### config.mk
export PLATFORM = sky130hd
export DESIGN_NAME = bup_queue
export DESIGN_NICKNAME = d
export VERILOG_FILES = /design/src/rtl/bup_pkg.sv /design/src/rtl/bup_queue.sv
export SDC_FILE = /design/constraint.sdc
export NUM_CORES = 1
export LEC_CHECK = 0
export BUFFER_PORTS_ARGS = -buffer_cell sky130_fd_sc_hd__buf_4
export CORE_MARGIN = 4
export CORE_UTILIZATION = 50
export CTS_CLUSTER_SIZE = 16
export DETAILED_ROUTE_END_ITERATION = 8
export PLACE_DENSITY = 0.76
export SYNTH_ARGS = -nofsm -noshare
export SYNTH_HDL_FRONTEND = slang
export SYNTH_SLANG_ARGS = --single-unit
### constraint.sdc
create_clock -name i_clk -period 3.4 [get_ports i_clk]
set_input_delay 0.17 -clock i_clk [delete_from_list [all_inputs] [get_ports i_clk]]
set_output_delay 0.17 -clock i_clk [all_outputs]
set_load 0.005 [all_outputs]
### src/rtl/bup_pkg.sv
// ----------------------------------------------------------------------------
// bup_pkg
// Shared constants, types and the reciprocal table of the bilinear upscaler.
// ----------------------------------------------------------------------------
package bup_pkg;

    localparam int IMG_WIDTH  = 256;
    localparam int IMG_HEIGHT = 256;

    // coordinate widths, at least two bits so that each bank keeps one
    localparam int COL_W = (IMG_WIDTH  > 4) ? $clog2(IMG_WIDTH)  : 2;
    localparam int ROW_W = (IMG_HEIGHT > 4) ? $clog2(IMG_HEIGHT) : 2;

    // four banks split by column and row parity
    localparam int BANK_AW    = (COL_W - 1) + (ROW_W - 1);
    localparam int BANK_DEPTH = 1 << BANK_AW;

    localparam int RECIP_SH = 20;

    localparam logic       FUNC_WRITE = 1'b0;
    localparam logic       FUNC_QUERY = 1'b1;
    localparam logic [4:0] SCALE_RST  = 5'd4;
    localparam logic [4:0] SCALE_MAX  = 5'd16;

    // ceil(2^20 / s) for s = 1..16; exact quotient for values below 2^16
    localparam logic [20:0] RECIP [16] = '{
        21'd1048576, 21'd524288, 21'd349526, 21'd262144,
        21'd209716,  21'd174763, 21'd149797, 21'd131072,
        21'd116509,  21'd104858, 21'd95326,  21'd87382,
        21'd80660,   21'd74899,  21'd69906,  21'd65536
    };

    typedef struct packed {
        logic             func;
        logic             err;
        logic [COL_W-1:0] col;
        logic [ROW_W-1:0] row;
        logic [3:0]       fx;
        logic [3:0]       fy;
        logic [7:0]       pin;
        logic [4:0]       scale;
    } t_work;

    function automatic logic [20:0] f_recip(input logic [4:0] scale);
        logic [4:0] idx;
        idx = scale - 5'd1;
        return RECIP[idx[3:0]];
    endfunction

endpackage

### src/rtl/bup_queue.sv
// ----------------------------------------------------------------------------
// bup_queue
// Two-entry queue of work entries between the front and back parts.
// ----------------------------------------------------------------------------
module bup_queue import bup_pkg::*; (
    input  logic  i_clk,
    input  logic  i_rst_n,
    input  logic  i_push,
    input  t_work i_work,
    input  logic  i_pop,
    output logic  o_empty,
    output logic  o_full,
    output t_work o_work
);

    t_work       r_slot [2];
    logic        r_wptr, r_rptr;
    logic [1:0]  r_count;
    logic        n_do_push, n_do_pop;

    assign n_do_push = i_push && (r_count != 2'd2);
    assign n_do_pop  = i_pop && (r_count != 2'd0);

    always_ff @(posedge i_clk) begin
        if (!i_rst_n) begin
            r_wptr  <= 1'b0;
            r_rptr  <= 1'b0;
            r_count <= 2'd0;
        end else begin
            if (n_do_push) begin
                r_wptr <= ~r_wptr;
            end
            if (n_do_pop) begin
                r_rptr <= ~r_rptr;
            end
            r_count <= r_count + 2'(n_do_push) - 2'(n_do_pop);
        end
        if (n_do_push) begin
            r_slot[r_wptr] <= i_work;
        end
    end

    assign o_empty = (r_count == 2'd0);
    assign o_full  = (r_count == 2'd2);
    assign o_work  = r_slot[r_rptr];

endmodule

[After elaboration in Yosys (flattened, before gate mapping)]
Memories as Yosys holds them, arrays and structs flattened. A register that Yosys moved wholly into a read port is not among the register bits.
Index checks and enable logic that the tools add are counted.
Storage, ports and cells
  flip-flop bits (word level): 4
  memory bits (writable): 78
  input bits: 43
  output and inout port bits: 41
  word-level logic and storage cells: 18
  memories kept: 1
Cells by class
  add/subtract/negate cells: 2
  equality and inequality tests: 2
  mux-type cells: 4
  bitwise logic cells: 2
  reduce and logical (&&, ||, !) cells: 4
Memories
  r_slot: words 2, width 39, read ports 1, clocked after Yosys merged registers in 1, wr ports 1, line bup_queue.sv:16  | t_work r_slot [2];
Operator list (number)
  $mux 1: 4
  $add 2x1->2: 1
  $eq 2x2->1 const B: 1
  $logic_and 1x1->1: 2
  $logic_not 2->1: 1
  $ne 2x2->1 const B: 1
  $not 1->1: 2
  $reduce_bool 2->1: 1
  $sub 2x1->2: 1

[Longest topological paths before layout]
  depth in word-level cells: 4
  mapped depth: 8
  gate-level depth less buffers: 8

[Least setup slack after synthesis]
No wires, ideal clock.
  path kind: register -> register
  from: reg r_count[0]
  to: mem r_slot[0][0] (netlist name), enable pin
  arrival: 2.234 ns
  required time: 2.965 ns
  slack: 0.731 ns
  stages on the path, launching flop included: 4
  buffers on the path: 0
  clock period less this slack: 2.669 ns
  cells stage by stage: dfxtp_1 > nand2b_1 > nand2_1 > nor2_1
Between the ends
  word-level cells in the longest chain between the ends: 4
Ends and longest elaborated chain
  from (decl): line bup_queue.sv:18  | logic [1:0] r_count;
  from (signal assigned): line bup_queue.sv:36  | r_count <= r_count + 2'(n_do_push) - 2'(n_do_pop);
  $ne 2x2->1: line bup_queue.sv:21  | assign n_do_push = i_push && (r_count != 2'd2);
  $logic_and 1x1->1: line bup_queue.sv:21
  $mux 1: line bup_queue.sv:38  | if (n_do_push) begin
  $mux 1 (implied by the code): line bup_queue.sv:39  | r_slot[r_wptr] <= i_work;
  to (decl): line bup_queue.sv:16
No other way between the ends.

==> qor.txt <==
Via/cell ratio = 4.86
Hold wc startpoint = i_work[18]
Status = finished, final reports clean
Clock Latency Late Sink = 330 ps
Top sig layer = met4
WL met3 = 254 µm
CP Data Arrival Time = 1900 ps
Root Buffer = clkbuf_8
Adder-cell share of the synthesized area = 0.00809
CP startpoint kind = register
Nets = 314
Critical path data required time = 3230 ps
Post-synthesis cell count = 148
Vias in the first global route = 1773
CP max FO = 39
Final hold vios = 0
Port bufs = 83
WL/cell = 15.5 µm
Die height = 86.7 µm
Compound-Gate Fraction of Synth Area = 0.00243
Synthesized flop and latch total = 83
Clk_skew = 7.47 ps
Synth Area in Simple Gates = 0.0202
HP Class = input port to register
Leak Pwr = 1.67 nW
Register share of total power = 0.485
Net count after synthesis = 193
Setup WS post-layout = 1330 ps
Critical path class = register to output port
Met2 wire len = 2.95 mm
Die X = 86.7 µm
Fraction of layout cells with a size suffix above 1 = 0.511
Synth cell types = 19
Crit end category = output port
Mapped Area = 3090 µm²
Combinational fraction of design power = 0.263
Xor and xnor area share after synthesis = 0.00566
Tightest Pin Transition = 1110 ps
# clock sinks = 83
Cell Rows = 28
Num CTS Buffers = 9
Unrepaired setup endpoints after global routing = no
Total track usage = 0.145
CTS clk-pin slew, worst paths = 80 ps
Core area = 5960 µm²
PD cells = 690 nW/µm²
Total Power = 0.00297 W
GRT overflow = 0
Vias = 1695
Clock Path Buffers = 2
Largest family of logic cells by synthesized area = multiplexers
N_diodes = 0
Pre-CTS setup slack = 1420 ps
P_int = 0.00223 W
Post-CTS setup buffer count = 0
Fin. max-slew vios = 0
I/O pin cnt = 84
Min cycle time layout = 2070 ps
FF-to-FF Start = r_count[0]
Initial DRC Count = 65
First-pass GRT wire length = 8.07 mm
Seq/Total Area, Yosys = 0.789
Residual DRC = 0
Switching Power = 0.000737 W
Post-synthesis mux area share = 0.157
Pin count of the biggest net entering global routing = 40
Max_cap viols = 0
Placer Congestion = 0.686
Finish-stage setup viols = 0
FMAX = 482 MHz
Sw Share = 0.248
Layout fillers = 380
Final HPWL DP = 3.27 mm
H-tree levels = 3
CTS tree = yes
Area Overhead vs Synth = 39.2%
Initial core utilization = 0.520
M1 wire length = 2.04 mm
Total negative slack = 0 ps
Die area = 7510 µm²
Initial antenna violation count = 0
Routed WL = 5.39 mm
Period utilization = 0.610
Synth Warn # = 0
Rel. slew slack = 0.258
Post-route ant nets = 0
First-pass DRT Iterations = 4
Worst hold slack = 18.3 ps
Worst VDD drop = 517 µV
Syn avg cell area = 20.9 µm²
Clk pwr share = 0.252
-- layout make-up --
type / count / area, µm² / share of cell area
well taps: 75 / 93.8 / 0.0218
repair buffers: 114 / 933 / 0.217
clock buffers: 10 / 128 / 0.0296
clock inverters: 6 / 90.1 / 0.0209
multi-input cells: 58 / 608 / 0.141
flip-flops and latches: 83 / 2440 / 0.567
inverters: 3 / 11.3 / 0.00261
-- metrics by stage --
step | cells | area [µm²] | utilization
2_1_floorplan | 148 | 3090 | -
3_3_place_gp | 302 | 3780 | 0.635
3_5_place_dp | 302 | 3780 | 0.635
4_1_cts | 324 | 4060 | 0.681
5_1_grt | 349 | 4310 | 0.723
6_report | 349 | 4310 | 0.723
-- logic make-up after synthesis --
kind of cell | after synthesis
fa+ha+maj | 2
flops | 83
simple gates | 13
xor+xnor | 2
buf+inv | 7
mux | 40
compound gates | 1
-- worst paths after layout --
kind / slack, ps / to / cells after the start
min reg2reg: 530 / r_wptr / 2
max: 1330 / o_work[18] / 2
min: 20 / r_slot[0][18] / 1
max reg2reg: 1430 / r_slot[0][28] / 3
-- cells in the final DEF (no fill, tap or decap), drive strengths merged, types with 2 or more instances in the layout --
cell,netlist,layout
and2,2,2
buf,4,83
bufinv,0,2
clkbuf,0,10
clkinv,0,3
dfxtp,5,5
dlygate4sd3,0,31
edfxtp,78,78
ha,2,2
inv,3,3
mux2,39,39
nand2,2,2
nand2b,2,2
nor2,5,5
-- metal layers --
layer,up-vias,GRT usage
li1,808,-
met1,824,0.150
met2,50,0.261
met3,13,0.0380
met4,0,0.0864
met5,-,0
-- repair_timing --
action	in CTS	in global routing
endpoints found under the hold margin	11	47
hold buffers	6	25
gates resized for setup	0	0
setup endpoints to repair	0	0
-- power by group through the flow --
stage	Combinational [W]	Sequential [W]	Clock, W
2_1_floorplan	0.000474	0.00138	0
3_3_place_gp	0.000755	0.00146	0
3_5_place_dp	0.000767	0.00147	0
4_1_cts	0.000773	0.00145	0.000760
5_1_grt	0.000849	0.00147	0.000826
6_report	0.000781	0.00144	0.000748
-- Yosys cell counts (all sizes together) --
library cell | instances | share of area
nand2b | 2 | 0.0040
buf | 4 | 0.013
and3 | 1 | 0.0020
nor3 | 1 | 0.0016
edfxtp | 78 | 0.76
ha | 2 | 0.0081
and2 | 2 | 0.0040
inv | 3 | 0.0036
xor2 | 1 | 0.0028
mux2i | 1 | 0.0032
dfxtp | 5 | 0.032
o21a | 1 | 0.0024
nor2 | 5 | 0.0061
xnor2 | 1 | 0.0028
nand2 | 2 | 0.0024
mux2 | 39 | 0.15
-- state kept, by name, summed over array words and instances (netlist names), named ones only --
name	flops
r_rptr	1
r_slot	78
r_count	2
r_wptr	1
-- worst max-delay path, stage by stage, from the launching register on --
cell and delay (ps):
dfxtp_2 1000, mux2_2 430, buf_4 140
Power figures use the tool's default switching activity.
