==> config.mk <==
export PLATFORM = sky130hd
export DESIGN_NAME = bup_front
export DESIGN_NICKNAME = d
export VERILOG_FILES = /design/src/rtl/bup_pkg.sv /design/src/rtl/bup_front.sv
export SDC_FILE = /design/constraint.sdc
export NUM_CORES = 1
export LEC_CHECK = 0
export BUFFER_PORTS_ARGS = -buffer_cell sky130_fd_sc_hd__buf_2
export CORE_ASPECT_RATIO = 1.2
export CORE_MARGIN = 5
export CORE_UTILIZATION = 41
export CTS_CLUSTER_SIZE = 20
export DETAILED_ROUTE_END_ITERATION = 10
export GPL_TIMING_DRIVEN = 0
export PLACE_DENSITY = 0.57
export RECOVER_POWER = 100
export SYNTH_ARGS = -nofsm -noshare
export SYNTH_HDL_FRONTEND = slang
export SYNTH_SLANG_ARGS = --single-unit
==> constraint.sdc <==
create_clock -name i_clk -period 15 [get_ports i_clk]
set_clock_uncertainty 0.05 [all_clocks]
set_input_delay 1.5 -clock i_clk [delete_from_list [all_inputs] [get_ports i_clk]]
set_output_delay 1.5 -clock i_clk [all_outputs]
set_load 0.01 [all_outputs]
==> src/rtl/bup_pkg.sv <==
// ----------------------------------------------------------------------------
// bup_pkg
// Shared constants, types and the reciprocal table of the bilinear upscaler.
// ----------------------------------------------------------------------------
package bup_pkg;

    localparam int IMG_WIDTH  = 256;
    localparam int IMG_HEIGHT = 256;

    // coordinate widths, at least two bits so that each bank keeps one
    localparam int COL_W = (IMG_WIDTH  > 4) ? $clog2(IMG_WIDTH)  : 2;
    localparam int ROW_W = (IMG_HEIGHT > 4) ? $clog2(IMG_HEIGHT) : 2;

    // four banks split by column and row parity
    localparam int BANK_AW    = (COL_W - 1) + (ROW_W - 1);
    localparam int BANK_DEPTH = 1 << BANK_AW;

    localparam int RECIP_SH = 20;

    localparam logic       FUNC_WRITE = 1'b0;
    localparam logic       FUNC_QUERY = 1'b1;
    localparam logic [4:0] SCALE_RST  = 5'd4;
    localparam logic [4:0] SCALE_MAX  = 5'd16;

    // ceil(2^20 / s) for s = 1..16; exact quotient for values below 2^16
    localparam logic [20:0] RECIP [16] = '{
        21'd1048576, 21'd524288, 21'd349526, 21'd262144,
        21'd209716,  21'd174763, 21'd149797, 21'd131072,
        21'd116509,  21'd104858, 21'd95326,  21'd87382,
        21'd80660,   21'd74899,  21'd69906,  21'd65536
    };

    typedef struct packed {
        logic             func;
        logic             err;
        logic [COL_W-1:0] col;
        logic [ROW_W-1:0] row;
        logic [3:0]       fx;
        logic [3:0]       fy;
        logic [7:0]       pin;
        logic [4:0]       scale;
    } t_work;

    function automatic logic [20:0] f_recip(input logic [4:0] scale);
        logic [4:0] idx;
        idx = scale - 5'd1;
        return RECIP[idx[3:0]];
    endfunction

endpackage

==> src/rtl/bup_front.sv <==
// ----------------------------------------------------------------------------
// bup_front
// Accepts items, splits query coordinates into source position and fraction,
// and flags coordinates outside the image.
// ----------------------------------------------------------------------------
module bup_front import bup_pkg::*; (
    input  logic        i_clk,
    input  logic        i_rst_n,
    input  logic        i_accept,
    input  logic [4:0]  i_scale,
    input  logic        i_func,
    input  logic [11:0] i_x_coord,
    input  logic [11:0] i_y_coord,
    input  logic [7:0]  i_pixel_in,
    output logic        o_push,
    output t_work       o_work
);

    // stage a: captured item
    logic        r_a_valid;
    logic        r_a_func;
    logic [11:0] r_a_x, r_a_y;
    logic [7:0]  r_a_pin;
    logic [4:0]  r_a_s;
    // stage b: quotients
    logic        r_b_valid;
    logic        r_b_func;
    logic [11:0] r_b_x, r_b_y, r_b_qx, r_b_qy;
    logic [7:0]  r_b_pin;
    logic [4:0]  r_b_s;
    // stage c: work entry
    logic        r_c_valid;
    t_work       r_c_work;

    logic [32:0] n_prod_x, n_prod_y;
    logic [16:0] n_back_x, n_back_y;
    logic [11:0] n_fx, n_fy;
    logic        n_err;
    t_work       n_work;

    always_comb begin
        n_prod_x = 33'(r_a_x) * 33'(f_recip(r_a_s));
        n_prod_y = 33'(r_a_y) * 33'(f_recip(r_a_s));
    end

    always_comb begin
        n_back_x = 17'(r_b_qx) * 17'(r_b_s);
        n_back_y = 17'(r_b_qy) * 17'(r_b_s);
        n_fx     = r_b_x - n_back_x[11:0];
        n_fy     = r_b_y - n_back_y[11:0];
        if (r_b_func == FUNC_QUERY) begin
            n_err = ({1'b0, r_b_qx} >= 13'(IMG_WIDTH)) || ({1'b0, r_b_qy} >= 13'(IMG_HEIGHT));
        end else begin
            n_err = ({1'b0, r_b_x} >= 13'(IMG_WIDTH)) || ({1'b0, r_b_y} >= 13'(IMG_HEIGHT));
        end
        n_work.func  = r_b_func;
        n_work.err   = n_err;
        n_work.col   = (r_b_func == FUNC_QUERY) ? r_b_qx[COL_W-1:0] : r_b_x[COL_W-1:0];
        n_work.row   = (r_b_func == FUNC_QUERY) ? r_b_qy[ROW_W-1:0] : r_b_y[ROW_W-1:0];
        n_work.fx    = n_fx[3:0];
        n_work.fy    = n_fy[3:0];
        n_work.pin   = r_b_pin;
        n_work.scale = r_b_s;
    end

    always_ff @(posedge i_clk) begin
        if (!i_rst_n) begin
            r_a_valid <= 1'b0;
            r_b_valid <= 1'b0;
            r_c_valid <= 1'b0;
        end else begin
            r_a_valid <= i_accept;
            r_b_valid <= r_a_valid;
            r_c_valid <= r_b_valid;
        end
        r_a_func <= i_func;
        r_a_x    <= i_x_coord;
        r_a_y    <= i_y_coord;
        r_a_pin  <= i_pixel_in;
        r_a_s    <= i_scale;
        r_b_func <= r_a_func;
        r_b_x    <= r_a_x;
        r_b_y    <= r_a_y;
        r_b_pin  <= r_a_pin;
        r_b_s    <= r_a_s;
        r_b_qx   <= n_prod_x[RECIP_SH+11:RECIP_SH];
        r_b_qy   <= n_prod_y[RECIP_SH+11:RECIP_SH];
        r_c_work <= n_work;
    end

    assign o_push = r_c_valid;
    assign o_work = r_c_work;

endmodule

* Word level (Yosys, flattened, before mapping)
Memory sizes are Yosys's and may differ from the RTL's.
Cells that the tools add are included.
** Storage, ports and cells
- Register bits after elaboration :: 142
- Memories :: 1
- Memory bits (read-only) :: 336
- Word-level logic and storage cells :: 44
** Memory list
- (name not given) :: depth 16, width 21, read ports 1, clocked after memory_dff 0, wr ports 0, RTL line bup_pkg.sv:47 : return RECIP[idx[3:0]];
** Operators by class
- Reductions and logical operators :: 2
- Bitwise gates (word level) :: 1
- Magnitude comparators :: 5
- $add $sub $neg :: 3
- Mux-type cells :: 5
- Multipliers :: 4
** Operators by type and width (count)
- $mul A12 B21 Y32 :: 2
- $ge A12 B9 Y1 const B :: 4
- $mux W21 :: 2
- $mul A12 B5 Y4 :: 2
- $mux W8 :: 2
- $sub A4 B4 Y4 :: 2
- $ge A5 B5 Y1 const B :: 1
- $not A4 Y5 :: 1
- $sub A4 B1 Y4 const B :: 1
- $logic_or A1 B1 Y1 :: 2
- $mux W1 :: 1

* Logic depth before layout (Yosys ltp)
- Depth after elaboration :: 6
- Mapped depth :: 32
- Depth with buffers taken out :: 30

* Worst setup path after synthesis
Ideal clock, no wire load.
- Kind :: register to register
- Start :: register r_a_s[0]
- End :: register r_b_qx[11]
- Period minus slack after synthesis :: 7.075 ns
- Buffers on the path :: 1
- Arrival time :: 6.904 ns
- Setup slack :: 7.925 ns
- Stages on the path, launching flop included :: 26
- Data required time :: 14.829 ns
- Library setup time :: 0.121 ns
- Cells stage by stage :: dfxtp_1 inv_1 ha_1 inv_1 ha_1 inv_1 a21oi_1 a221oi_1 nor2_1 a311oi_1 clkbuf_1 nand2_1 fa_1 fa_1 inv_1 fa_1 fa_1 fa_1 ha_1 a211o_1 a2111oi_0 a2111o_1 a21oi_2 a2111oi_2 o21bai_2 xnor2_1
** Between the ends
- Word-level cells in the longest chain between the ends :: 6
** RTL lines
- from (decl) :: RTL line bup_front.sv:24 : logic [4:0] r_a_s;
- from (signal assigned) :: RTL line bup_front.sv:80 : r_a_s <= i_scale;
- $sub A4 B1 Y4 :: RTL line bup_pkg.sv:46 : idx = scale - 5'd1;
- $not A4 Y5 (implied by the code) :: RTL line bup_pkg.sv:47
- $mem_v2 Z16 W21
- $mux W21 (2 in series)
- $mul A12 B21 Y32 :: RTL line bup_front.sv:42 : n_prod_x = 33'(r_a_x) * 33'(f_recip(r_a_s));
- named net n_prod_x[31] :: RTL line bup_front.sv:35 : logic [32:0] n_prod_x, n_prod_y;
- to (signal assigned) :: RTL line bup_front.sv:86 : r_b_qx <= n_prod_x[RECIP_SH+11:RECIP_SH];
- to (decl) :: RTL line bup_front.sv:28 : logic [11:0] r_b_x, r_b_y, r_b_qx, r_b_qy;
The timed path passes the listed nets, and every way through them passes these cells. The select of a mux whose other input is x is not followed.
A chain may end at the register's enable or synchronous reset.

* Worst setup path in the final report
Ends and elaborated chain as after synthesis.

==> metrics.yaml <==
critical_path:
  path_common_cell: "fa_1"
  slowest_stage: "a2111oi_0"
  cp_top_family: "compound AO/OA/AOI/OAI gates"
  cp-end-kind: "flip-flop"
  reg2reg_slack_ns: 5.31
  r2r-start: "r_a_s[0]$_DFF_P_"
  slowest_delay_ns: 1.04
  crit_arrival_ns: 9.93
  cp.required_ns: 15.24
  crit_buf_inv: 5
  startpoint_type: "flip-flop"
  cp_max_fo: 12
  reg2reg_depth: 25
  reg2reg_to: "r_b_qx[11]$_DFF_P_"
  critPathKind: "flip-flop to flip-flop"
clock_tree:
  clock_path_buffers: 2
  holdBufCountCts: 0
  cts.sinks: 142
  post-cts-setup-buffers: 0
  path_clk_slew_ns: 0.06
  numCtsBuffers: 17
  root_buffer: "clkbuf_16"
  cts_resized: 0
  ctsHtreeMaxLevel: 4
  insertion_delay_ns: 0.41
  cts_tree: "yes"
global_route:
  grtUsageTotal_pct: 20.61
  grt_start_max_net_pins: 17
  antenna_found_initial: 0
  grt_pass1_vias: 15070
  grt_pass1_wl_mm: 81.01
  grt_overflow: 0
finish:
  final_layout_size_suffix_gt1_share_pct: 4.388
  final_common_cell: "inv_1"
  final_cell_mix: "468 x inv_1, 382 x fa_1, 369 x nand2_1, 152 x ha_1, 142 x dfxtp_1"
  fillCellCount: 4468
  synthToLayoutAreaGrowth_pct: 8.977
  design_area_mm2: 0.02053
  diodes: 0
  nets: 2728
logic_synthesis:
  syn-num-nets: 2629
  synth_seq_area_share_pct: 15.09
  netlist.area_leader.share_pct: 40.58
  ys_async_sr_fraction_pct: 0
  ys_ff_latch: 142
  synth_largest_area_cell: "fa_1"
  ys_top_cells_by_area: "fa_1 41%, dfxtp_1 15%, ha_1 10%, inv_1 9.3%, nand2_1 7.4%"
  yosys_most_used_dff: "dfxtp_1"
  avgSynthCellArea_um2: 9.174
  ys_types: 62
  syn-cell-area_mm2: 0.01884
  synth_warnings: 0
  synth-edff-count: 0
  syn-instance-count: 2054
timing:
  hold_viol_final: 0
  layout_min_cycle_time_ns: 9.688
  min_period_over_period_pct: 64.59
  fin_setup_tns_ns: 0
  slew_headroom_pct: 14.39
  finalSetupViolCount: 0
  tightest_slew_ns: 1.276
  rsz0062_at_grt: "false"
  final_max_slew_viol_count: 0
  fmax_mhz: 103.2
placement:
  routabilityCongestion: 0.9316
  portBuffers: 80
  placed_area_mm2: 0.02001
  place_hpwl_mm: 41.77
floorplan:
  fp.dieH_um: 244.8
  die_area_mm2: 0.05036
  die_x_um: 205.7
  core_area_mm2: 0.04573
  start_util_pct: 41.20
  rows: 86
  io_pins: 81
drt:
  vias: 13600
  drtAntennaViolNets: 0
  drtPass1Iterations: 6
  drt-vias-per-instance: 4.891
  wl_per_cell_um: 17.81
  drc: 0
  wirelength_mm: 49.54
  drt-initial-drc-count: 647
power:
  cellPowerDensity_mw_per_mm2: 167.5
  power.total_mw: 3.440
  leakage_nw: 10.28
  ir_drop_mv: 0.1160
min_path:
  min_path_cells: 0
  hold_class: "flip-flop to flip-flop"
  holdPathEnd: "o_work[9]$_DFF_P_"
  hp-start: "r_b_pin[4]$_DFF_P_"
job:
  cap_violations: 0
run_status:
  outcome: "complete, no violations"
-- through the flow --
step / utilization [%] / setup WS, ns / cells / hold WS (ns)
2_1_floorplan: - / 7.925 / 2054 / 0.2596
3_3_place_gp: 43.76 / 5.697 / 2750 / 0.2595
3_5_place_dp: 43.76 / 5.720 / 2750 / 0.2632
4_1_cts: 45.08 / 5.650 / 2781 / 0.2767
5_1_grt: 44.90 / 4.776 / 2781 / 0.2878
6_report: 44.90 / 5.312 / 2781 / 0.2759
-- final cells by class --
type                            count  area (um^2)  area share (%)
Clock buffer                       18        439.2           2.139
Sequential cell                   142         2843           13.84
Tap cell                          616        770.7           3.753
Buffer                            103        397.9           1.938
Multi-Input combinational cell   1341        13820           67.28
Inverter                          468         1757           8.555
Clock inverter                     13        162.7          0.7921
Timing Repair Buffer               80        349.1           1.700
-- power by group --
group,internal [mW],switching [mW],leakage [nW]
Sequential,0.464,0.0310,1.20
Combinational,1.02,1.49,8.78
Clock,0.266,0.162,0.301
-- per-layer routing --
metal  share of wire, %  vias to the layer above  track usage [%]
met5                  0                        -                0
met4                4.4                        0            7.942
met3                4.9                      105            3.118
met2                 50                      384            35.87
met1                 40                     6871            25.78
li1                   -                     6243                -
-- sequential cells by signal (all words and copies together), names as in the netlist --
name,count
r_a_valid,1
r_a_s,5
r_b_pin,8
r_b_func,1
r_a_x,12
o_work,39
o_push,1
r_a_pin,8
r_b_valid,1
r_b_x,12
r_b_y,12
r_a_func,1
r_b_s,5
r_a_y,12
r_b_qy,12
r_b_qx,12
-- worst max path at each step --
stage                           from                  to  slack (ns)  cells after the start
floorplan           r_a_s[0]$_DFF_P_  r_b_qx[11]$_DFF_P_        7.92                     25
global placement    r_a_s[0]$_DFF_P_  r_b_qx[11]$_DFF_P_        5.70                     25
detailed placement  r_a_s[0]$_DFF_P_  r_b_qx[11]$_DFF_P_        5.72                     25
CTS                 r_a_s[0]$_DFF_P_  r_b_qx[11]$_DFF_P_        5.65                     25
global route        r_a_s[0]$_DFF_P_  r_b_qx[11]$_DFF_P_        4.78                     25
finish              r_a_s[0]$_DFF_P_  r_b_qx[11]$_DFF_P_        5.31                     25
-- Yosys cell counts, drive strengths merged (5+ instances only) --
| library cell | instances |
|---|---|
| a21o | 13 |
| a21oi | 31 |
| a31oi | 8 |
| and2 | 138 |
| and3 | 18 |
| clkbuf | 101 |
| dfxtp | 142 |
| fa | 382 |
| ha | 152 |
| inv | 468 |
| mux2 | 15 |
| nand2 | 370 |
| nand3 | 39 |
| nand4 | 5 |
| nor2 | 32 |
| nor2b | 5 |
| nor3 | 9 |
| o21ai | 25 |
| xnor2 | 40 |
| xor2 | 14 |
-- logic make-up (layout without fill, tap and decap cells) --
logic type / after synthesis / count (layout) / share of synthesized area [%]
simple gates: 630 / 630 / 15.37
buf+inv: 571 / 682 / 11.43
fa+ha+maj: 534 / 534 / 50.68
flops: 142 / 142 / 15.09
compound gates: 108 / 108 / 4.031
xor+xnor: 54 / 54 / 2.510
mux: 15 / 15 / 0.8964
No activity file was read; power rests on OpenSTA's default activity.
